<file path="config.mk">
export PLATFORM = sky130hd
export DESIGN_NAME = extended_gcd_bezout
export DESIGN_NICKNAME = d
export VERILOG_FILES = /design/src/rtl/core/egcd_pkg.sv /design/src/rtl/core/extended_gcd_bezout.sv
export SDC_FILE = /design/constraint.sdc
export NUM_CORES = 1
export LEC_CHECK = 0
export ABC_AREA = 1
export BUFFER_PORTS_ARGS = -buffer_cell sky130_fd_sc_hd__buf_2
export CORE_UTILIZATION = 40
export DETAILED_ROUTE_END_ITERATION = 8
export SLEW_MARGIN = 30
export SYNTH_ARGS = -nofsm -noshare
export SYNTH_HDL_FRONTEND = slang
export SYNTH_SLANG_ARGS = --single-unit
</file>
<file path="constraint.sdc">
create_clock -name clk -period 18.05 [get_ports clk]
set_clock_uncertainty 0.15 [all_clocks]
set_input_delay 0.9025 -clock clk [delete_from_list [all_inputs] [get_ports clk]]
set_output_delay 0.9025 -clock clk [all_outputs]
set_load 0.01 [all_outputs]
</file>
<file path="src/rtl/core/egcd_pkg.sv">
// Package for the extended GCD block: microcode control word type,
// operation and jump codes, and the microprogram table. No dependencies.
`default_nettype none
package egcd_pkg;

  localparam int STEP_W = 3;

  // Datapath operations.
  localparam logic [2:0] OP_LOAD     = 3'd0;
  localparam logic [2:0] OP_DIV_INIT = 3'd1;
  localparam logic [2:0] OP_DIV_STEP = 3'd2;
  localparam logic [2:0] OP_UPDATE   = 3'd3;
  localparam logic [2:0] OP_EMIT     = 3'd4;

  // Jump conditions. Without a jump the step counter advances by one.
  localparam logic [2:0] JC_NEXT      = 3'd0;
  localparam logic [2:0] JC_ALWAYS    = 3'd1;
  localparam logic [2:0] JC_NOT_START = 3'd2;
  localparam logic [2:0] JC_RCUR_ZERO = 3'd3;
  localparam logic [2:0] JC_CNT_NZ    = 3'd4;

  // Program step addresses.
  localparam logic [STEP_W-1:0] ST_IDLE   = 3'd0;
  localparam logic [STEP_W-1:0] ST_TEST   = 3'd1;
  localparam logic [STEP_W-1:0] ST_DIVIDE = 3'd2;
  localparam logic [STEP_W-1:0] ST_UPDATE = 3'd3;
  localparam logic [STEP_W-1:0] ST_DONE   = 3'd4;

  typedef struct packed {
    logic [2:0]        op;
    logic [2:0]        cond;
    logic [STEP_W-1:0] target;
  } ctl_word_t;

  // The microprogram. Each Euclid step runs TEST, the divide loop and UPDATE.
  function automatic ctl_word_t ucode_rom(input logic [STEP_W-1:0] addr);
    ctl_word_t w;
    case (addr)
      ST_IDLE:   w = '{op: OP_LOAD,     cond: JC_NOT_START, target: ST_IDLE};
      ST_TEST:   w = '{op: OP_DIV_INIT, cond: JC_RCUR_ZERO, target: ST_DONE};
      ST_DIVIDE: w = '{op: OP_DIV_STEP, cond: JC_CNT_NZ,    target: ST_DIVIDE};
      ST_UPDATE: w = '{op: OP_UPDATE,   cond: JC_ALWAYS,    target: ST_TEST};
      ST_DONE:   w = '{op: OP_EMIT,     cond: JC_ALWAYS,    target: ST_IDLE};
      default:   w = '{op: OP_EMIT,     cond: JC_ALWAYS,    target: ST_IDLE};
    endcase
    return w;
  endfunction

endpackage
`default_nettype wire

</file>
<file path="src/rtl/core/extended_gcd_bezout.sv">
// Top level of the extended GCD block: microcoded sequencer and its
// datapath (bit-serial divider, coefficient accumulators). Uses egcd_pkg.
`default_nettype none

// A request is taken when start is high and busy is low. The block then
// runs the iterative Euclid loop and shows gcd(a, b) with Bezout
// coefficients x and y (a*x + b*y = gcd) for exactly one cycle on the out_
// ports, marked by out_strobe; the receiver cannot stall, so it must take
// the result in that cycle. A request with b = 0 returns x = 1, y = 0,
// gcd = a. The run time grows with the number k of Euclid steps (k = 0
// when b = 0, at most about 45 for 31 bit operands). It is set by the
// one shared restoring divider, which retires one quotient bit per
// cycle, so each quotient needs a full divide loop plus one setup and
// one update step. busy falls in the cycle the strobe is shown, so a
// new request may be taken then. One request is handled at a time.
module extended_gcd_bezout #(
  parameter int WORD_BITS = 31
) (
  input  wire                         clk,
  input  wire                         rst_n,
  input  wire                         start,
  output logic                        busy,
  input  wire        [WORD_BITS-1:0]  in_first_value,
  input  wire        [WORD_BITS-1:0]  in_second_value,
  output logic                        out_strobe,
  output logic signed [WORD_BITS:0]   out_coef_first,
  output logic signed [WORD_BITS:0]   out_coef_second,
  output logic       [WORD_BITS-1:0]  out_divisor
);

  import egcd_pkg::*;

  localparam int CNT_W = $clog2(WORD_BITS);
  localparam int CW    = WORD_BITS + 1;   // coefficient width

  // Sequencer state.
  logic [STEP_W-1:0] step_r, step_nxt;
  logic              strobe_r, strobe_nxt;
  ctl_word_t         ctl;
  logic              take_jump;

  // Remainder pair and coefficient pairs. Coefficients are kept modulo
  // 2^CW; the final values always fit, so the wrap in between is harmless.
  logic [WORD_BITS-1:0] r_prev_r, r_cur_r;
  logic [CW-1:0]        s_prev_r, s_cur_r, t_prev_r, t_cur_r;

  // Divider state: dividend shift register, partial remainder, bit count,
  // and the running products q*s_cur and q*t_cur built from quotient bits.
  logic [WORD_BITS-1:0] dvd_r, rem_r;
  logic [CNT_W-1:0]     cnt_r;
  logic [CW-1:0]        sacc_r, tacc_r;

  logic [WORD_BITS:0]   trial;
  logic                 q_bit;
  logic [WORD_BITS:0]   trial_diff;
  logic [WORD_BITS-1:0] rem_step;
  logic [CW-1:0]        sacc_step, tacc_step;
  logic                 accept;

  assign ctl    = ucode_rom(step_r);
  assign busy   = (step_r != ST_IDLE);
  assign accept = start && (step_r == ST_IDLE);

  // Jump decision from the control word's condition field.
  always_comb begin
    case (ctl.cond)
      JC_NEXT:      take_jump = 1'b0;
      JC_ALWAYS:    take_jump = 1'b1;
      JC_NOT_START: take_jump = !start;
      JC_RCUR_ZERO: take_jump = (r_cur_r == '0);
      JC_CNT_NZ:    take_jump = (cnt_r != '0);
      default:      take_jump = 1'b1;
    endcase
    step_nxt   = take_jump ? ctl.target : step_r + STEP_W'(1);
    strobe_nxt = (ctl.op == OP_EMIT);
  end

  always_ff @(posedge clk) begin
    if (!rst_n) begin
      step_r   <= ST_IDLE;
      strobe_r <= 1'b0;
    end else begin
      step_r   <= step_nxt;
      strobe_r <= strobe_nxt;
    end
  end

  // One restoring division step: shift in the next dividend bit and
  // subtract the divisor when it fits.
  always_comb begin
    trial      = {rem_r, dvd_r[WORD_BITS-1]};
    q_bit      = (trial >= {1'b0, r_cur_r});
    trial_diff = trial - {1'b0, r_cur_r};
    rem_step   = q_bit ? trial_diff[WORD_BITS-1:0] : trial[WORD_BITS-1:0];
    sacc_step  = {sacc_r[CW-2:0], 1'b0} + (q_bit ? s_cur_r : '0);
    tacc_step  = {tacc_r[CW-2:0], 1'b0} + (q_bit ? t_cur_r : '0);
  end

  // Datapath, driven by the op field of the current control word.
  always_ff @(posedge clk) begin
    case (ctl.op)
      OP_LOAD: begin
        if (accept) begin
          r_prev_r <= in_first_value;
          r_cur_r  <= in_second_value;
          s_prev_r <= CW'(1);
          s_cur_r  <= '0;
          t_prev_r <= '0;
          t_cur_r  <= CW'(1);
        end
      end
      OP_DIV_INIT: begin
        dvd_r  <= r_prev_r;
        rem_r  <= '0;
        cnt_r  <= CNT_W'(WORD_BITS - 1);
        sacc_r <= '0;
        tacc_r <= '0;
      end
      OP_DIV_STEP: begin
        dvd_r  <= {dvd_r[WORD_BITS-2:0], 1'b0};
        rem_r  <= rem_step;
        cnt_r  <= cnt_r - CNT_W'(1);
        sacc_r <= sacc_step;
        tacc_r <= tacc_step;
      end
      OP_UPDATE: begin
        // rem_r now holds r_prev mod r_cur, the accumulators q*s and q*t.
        r_prev_r <= r_cur_r;
        r_cur_r  <= rem_r;
        s_prev_r <= s_cur_r;
        s_cur_r  <= s_prev_r - sacc_r;
        t_prev_r <= t_cur_r;
        t_cur_r  <= t_prev_r - tacc_r;
      end
      OP_EMIT: begin
      end
      default: begin
      end
    endcase
  end

  // The result registers hold still through the strobe cycle; the next
  // load can only change them at the edge that ends it.
  assign out_strobe      = strobe_r;
  assign out_coef_first  = s_prev_r;
  assign out_coef_second = t_prev_r;
  assign out_divisor     = r_prev_r;

endmodule
`default_nettype wire
</file>
==> reports/metrics.cfg, run 1 <==
[synth]
avgSynthCellArea_um2=7.94
ys_dominant_reg_cell=edfxtp_1
synth-xor-area-share=0.0103
synth-simple-area-share=0.222
synth_compound_area_frac=0.161
ys.warnings.count=0
syn_area_mm2=0.0220
synth_top_family_by_area=simple AND/OR/NAND/NOR gates
synth_cell_types=47
ys_ff_latch=325
yosysTopAreaCell=edfxtp_1
syn_inst=2778
async_flop_share=0
synth_fa_ha_area_frac=0.0948
synth_edf_count=321
synth.top_cell.area_share=0.437
synth_nets=3007
synth.area.mux_share=0
yosysSeqAreaShare=0.441
synthTopCellsByArea=edfxtp_1 44%, nand2_1 11%, ha_1 9.0%, nor2_1 6.6%, a21oi_1 6.5%

[hold_path]
hold_end=dvd_r[21]
min_path_type=reg2reg
hold_depth=2
hp-start=dvd_r[20]

[critical_path]
setup.worst_path.class=reg2reg
worstSetupStartpointType=register
crit_fanout=64
cpMostUsedCell=nand2_1
cp_data_required_time_ps=18240
reg2reg_from=r_cur_r[0]
path_cells=ha_1 > fa_1 > inv_1 > nand2_1 > nand2_1 > nand3_1 > nand2_2 > nand2_2 > nand3_1 > nand2_2 > nand2_4 > inv_4 > nor2_1 > ha_1 > fa_1 > nand2_1 > nand2_1 > o21ai_1 > o21ai_2 > inv_1 > o21bai_1 > a31oi_1 > nor2_1 > nor2_1
arrival_ps=5400
r2r_slack_ps=12840
endpoint_kind=register
reg2regPathDepth=24
r2r_end=sacc_r[19]
max_stage_delay_ps=560
slowest_stage=nand2_4

[cts]
post_cts_buffers=0
cts_buffers=41
insertion_delay_ps=580
htreeDepth=2
clk_pin_slew_ps=60
hold_buffers=0
root_buffer=clkbuf_16
cts.repair.resized=0
cts_tree=built
cts_buffer_depth=3
clock-sinks=325

[die]
start_util=0.407
die_area_mm2=0.0561
num_rows=85
die_w_um=237
fp.dieH_um=237
num_io_pins=162
core-area_mm2=0.0541

[final_layout]
area_growth_pct=12.8
nFillCells=5375
drive_gt1_frac=0.0938
diodes=0
final_cell_count_no_fill=3659
final_nets=3165
register_area_mm2=0.00972
multi_input_area_mm2=0.0108

[drt]
dr.pass1.iters=5
routed_wl_um=66300
ant_nets=0
drc=0
drtIter0Drc=1349
wl_per_cell_um=18.1
via_per_inst=5.37
dr_total_vias=19600

[status]
outcome=completed

[placed_design]
place.port_buffers=161
place.gp.congestion=0.966
dp_slack_ps=12850
dp.cells=3589
hpwlAfterDp_um=51200

[timing]
max-slew-margin-rel=0.397
setup_tns_ps=0
final_max_slew_viol_count=0
period_minus_slack_ps=5210
period_share=0.289
fmax_mhz=192
tightest_slew_ps=905
setup_slack_ps=12840
finalSetupViolCount=0
hold_viol=0
rsz0062_at_grt=false

[global_route]
antenna_found_initial=0
grt_usage=0.234
grt_pass1_wl_um=103000
grt_overflow=0
grt_start_max_net_pins=90
grt_pass1_vias=18900

[run]
max_cap_violations=0

-- cell type report --
class	instances	share of cell area
multi-input combinational	2051	0.434
sequential	325	0.391
inverter	346	0.0526
clock buffer	48	0.0423
timing repair buffer	171	0.0356
tap	696	0.0350
clock inverter	22	0.0101
-- per-layer routing --
| metal | wire length (um) | global-route usage |
|---|---|---|
| met5 | 0 | 0 |
| met4 | 1360 | 0.0645 |
| met3 | 3700 | 0.0269 |
| met2 | 29600 | 0.372 |
| met1 | 31600 | 0.336 |
-- cells in the final DEF, fill, tap and decap left out, types with 4 or more instances in the layout --
cell type and n:
o21a_1 20, a31oi_1 17, a21boi_0 9, o21ai_2 11
nand2_1 640, clkinv_2 4, bufinv_16 4, dfxtp_1 4
o21bai_1 16, nor4_1 21, o211ai_1 6, inv_1 336
nand4_1 11, o21ai_0 199, o21ai_1 38, edfxtp_1 321
buf_4 9, a21oi_1 288, xor2_1 11, nor2_1 389
inv_2 6, or2_1 4, clkbuf_1 7, nor3_1 29
buf_2 161, a21oi_2 11, clkinv_1 7, ha_1 159
a21o_1 22, xnor2_1 15, nand3_1 101, clkbuf_16 41
nand2_2 5, fa_1 5, clkinv_4 4
-- cells in the mapped netlist, types with 21 or more instances --
cell / count
a21oi_1: 288
o21ai_0: 200
nand2_1: 642
inv_1: 336
edfxtp_1: 321
nor4_1: 21
a21o_1: 22
o21ai_1: 38
nand3_1: 101
buf_2: 27
nor2_1: 389
ha_1: 159
nor3_1: 29
-- worst max-delay path by stage --
stage / endpoint / from / depth (start not counted)
after floorplan: out_coef_first[0] / start / 2
after global placement: tacc_r[27] / r_cur_r[3] / 23
after detailed placement: sacc_r[19] / r_cur_r[0] / 24
after CTS: sacc_r[19] / r_cur_r[0] / 24
after global routing: sacc_r[19] / r_cur_r[0] / 25
final: sacc_r[19] / r_cur_r[0] / 24
-- flip-flops by register name, summed over array words and instances, names as in the netlist --
| name | flops |
|---|---|
| out_coef_second | 32 |
| s_cur_r | 32 |
| cnt_r | 5 |
| out_strobe | 1 |
| r_cur_r | 31 |
| step_r | 3 |
| sacc_r | 32 |
| t_cur_r | 32 |
| rem_r | 31 |
| out_divisor | 31 |
| tacc_r | 32 |
| dvd_r | 31 |
| out_coef_first | 32 |
-- critical path, delay by kind of cell, from the launching register on --
family	cells	cell delay [ps]
and+or+nand+nor	13	1630
adders and majority gates	4	1130
AOI/OAI and AO/OA	4	970
buffers and inverters	3	610
DFF	1	420
-- per-stage QoR --
step / hold WS (ps) / utilization / instance area, um2
2_1_floorplan: 337 / - / 22000
3_3_place_gp: 342 / 0.435 / 23600
3_5_place_dp: 346 / 0.435 / 23600
4_1_cts: 366 / 0.459 / 24900
5_1_grt: 379 / 0.459 / 24900
6_report: 363 / 0.459 / 24900
-- logic make-up after synthesis --
family,Yosys count
xor gates and xnor gates,26
DFF,325
adders and majority gates,164
and+or+nand+nor,1216
buffers and inverters,402
AOI/OAI and AO/OA,645
Power of run 1 is left out: the tool's default activity adds up to more than one toggle a clock period on the data nets, which glitch-free logic cannot reach.
==> run 2: changes to the inputs <==
clock period = 5.4 ns   (was 18.05 ns; I/O delays follow)
==> reports/metrics.cfg, run 2 (same netlist as run 1, synthesis figures left out) <==
[final_layout]
final_common_cell=nand2_1
layout.cells.most_common_list=640 x nand2_1, 389 x nor2_1, 336 x inv_1, 321 x edfxtp_1, 288 x a21oi_1
drive_gt1_frac=0.0928
finish.instance_area_mm2=0.0256
diodes=0
area_growth_pct=16.0
nFillCells=5379
final_nets=3230

[cts]
root_buffer=clkbuf_16
insertion_delay_ps=560
clock-sinks=325
post_cts_buffers=0
clk_pin_slew_ps=60
hold_buffers=62
cts_tree=built
cts_buffers=39
cts.repair.resized=0
cts_buffer_depth=3
htreeDepth=2

[die]
die_area_mm2=0.0561
fp.dieH_um=237
num_io_pins=162
core-area_mm2=0.0541
num_rows=85
die_w_um=237
start_util=0.407

[critical_path]
worstSetupStartpointType=register
crit_fanout=44
setup.worst_path.class=reg2reg
endpoint_kind=register
arrival_ps=4820
cp_data_required_time_ps=5560

[power_and_ir_drop]
p_switching_w=0.00932
swShare=0.500
p_comb_frac=0.582
power.internal_w=0.00931
power_leakage_nw=11.3
ir_worst_vdd_uv=282
seq_power_share=0.264
p_per_area_mw_per_mm2=729
power_frac_clock=0.153

[placed_design]
hpwlAfterDp_um=51500
place.gp.congestion=0.957
place.port_buffers=161
postPlaceCellArea_mm2=0.0236

[drt]
drtIter0Drc=1571
wl_per_cell_um=18.2
drc=0
dr_total_vias=19700
routed_wl_um=67700
ant_nets=0
dr.pass1.iters=6
via_per_inst=5.28

[timing]
period_minus_slack_ps=4670
rsz0062_at_grt=false
max-slew-margin-rel=0.393
hold_viol=0
setup_tns_ps=0
period_share=0.864
final_max_slew_viol_count=0
fmax_mhz=214
tightest_slew_ps=911
finalSetupViolCount=0

[global_route]
grt_usage=0.240
grt_start_max_net_pins=92
grt_pass1_vias=19400
antenna_found_initial=0
grt_overflow=0
grt_pass1_wl_um=106000

[status]
outcome=completed

[hold_path]
min_path_type=in2reg

[run]
max_cap_violations=0

-- run 2: layout make-up --
class,instances,area [um2],share of cell area
Clock inverter,23,307,0.0120
Timing Repair Buffer,238,1540,0.0603
Multi-Input combinational cell,2051,10800,0.422
Inverter,346,1300,0.0509
Clock buffer,46,1040,0.0409
Sequential cell,325,9720,0.380
Tap cell,696,871,0.0341
-- run 2: power by group through the flow --
stage	Clock (W)	Sequential, W	Combinational [W]
2_1_floorplan	0	0.00502	0.00747
4_1_cts	0.00292	0.00493	0.0108
3_5_place_dp	0	0.00498	0.0107
3_3_place_gp	0	0.00494	0.0106
5_1_grt	0.00301	0.00504	0.0122
6_report	0.00286	0.00493	0.0108
-- run 2: stage by stage --
step                      utilization  worst slack (ps)  hold WS, ps  total power [W]  instances
after floorplan                     -               717          282           0.0125       2778
after global placement          0.436               792          342           0.0156       3594
after detailed placement        0.436               728          354           0.0157       3594
after CTS                       0.472               721         14.3           0.0186       3725
after global routing            0.472               236         21.6           0.0202       3725
final                           0.472               733         24.6           0.0186       3725
-- run 2: critical path, cell delays in order (launching register included) --
cell,delay [ps]
edfxtp_1,390
inv_1,140
ha_1,310
a21oi_1,210
nand2_1,100
a21oi_1,170
nand3_1,120
nand2_2,90
nand2_4,50
inv_2,630
nor2_1,100
ha_1,250
fa_1,380
nand2_1,90
nand3_1,70
o21ai_0,230
o21ai_2,160
a21oi_1,280
inv_1,140
nand2_1,80
nand3_1,90
nor2_1,100
nor2_1,50
-- run 2: final timing paths --
kind | from | end | slack, ps | cells after the start
worst max-delay path | r_cur_r[15] | tacc_r[27] | 730 | 22
worst min-delay path | in_first_value[23] | out_divisor[23] | 20 | 3
worst max register to register | r_cur_r[15] | tacc_r[27] | 730 | 22
worst min register to register | dvd_r[9] | dvd_r[10] | 370 | 2
-- run 2: per-layer routing --
| metal | vias to the layer above | global-route usage | part of all wire |
|---|---|---|---|
| li1 | 9865 | - | - |
| met1 | 9158 | 0.335 | 0.47 |
| met2 | 567 | 0.385 | 0.45 |
| met3 | 80 | 0.0422 | 0.062 |
| met4 | 0 | 0.0634 | 0.022 |
| met5 | - | 0 | 0 |
Power figures use the tool's default switching activity.
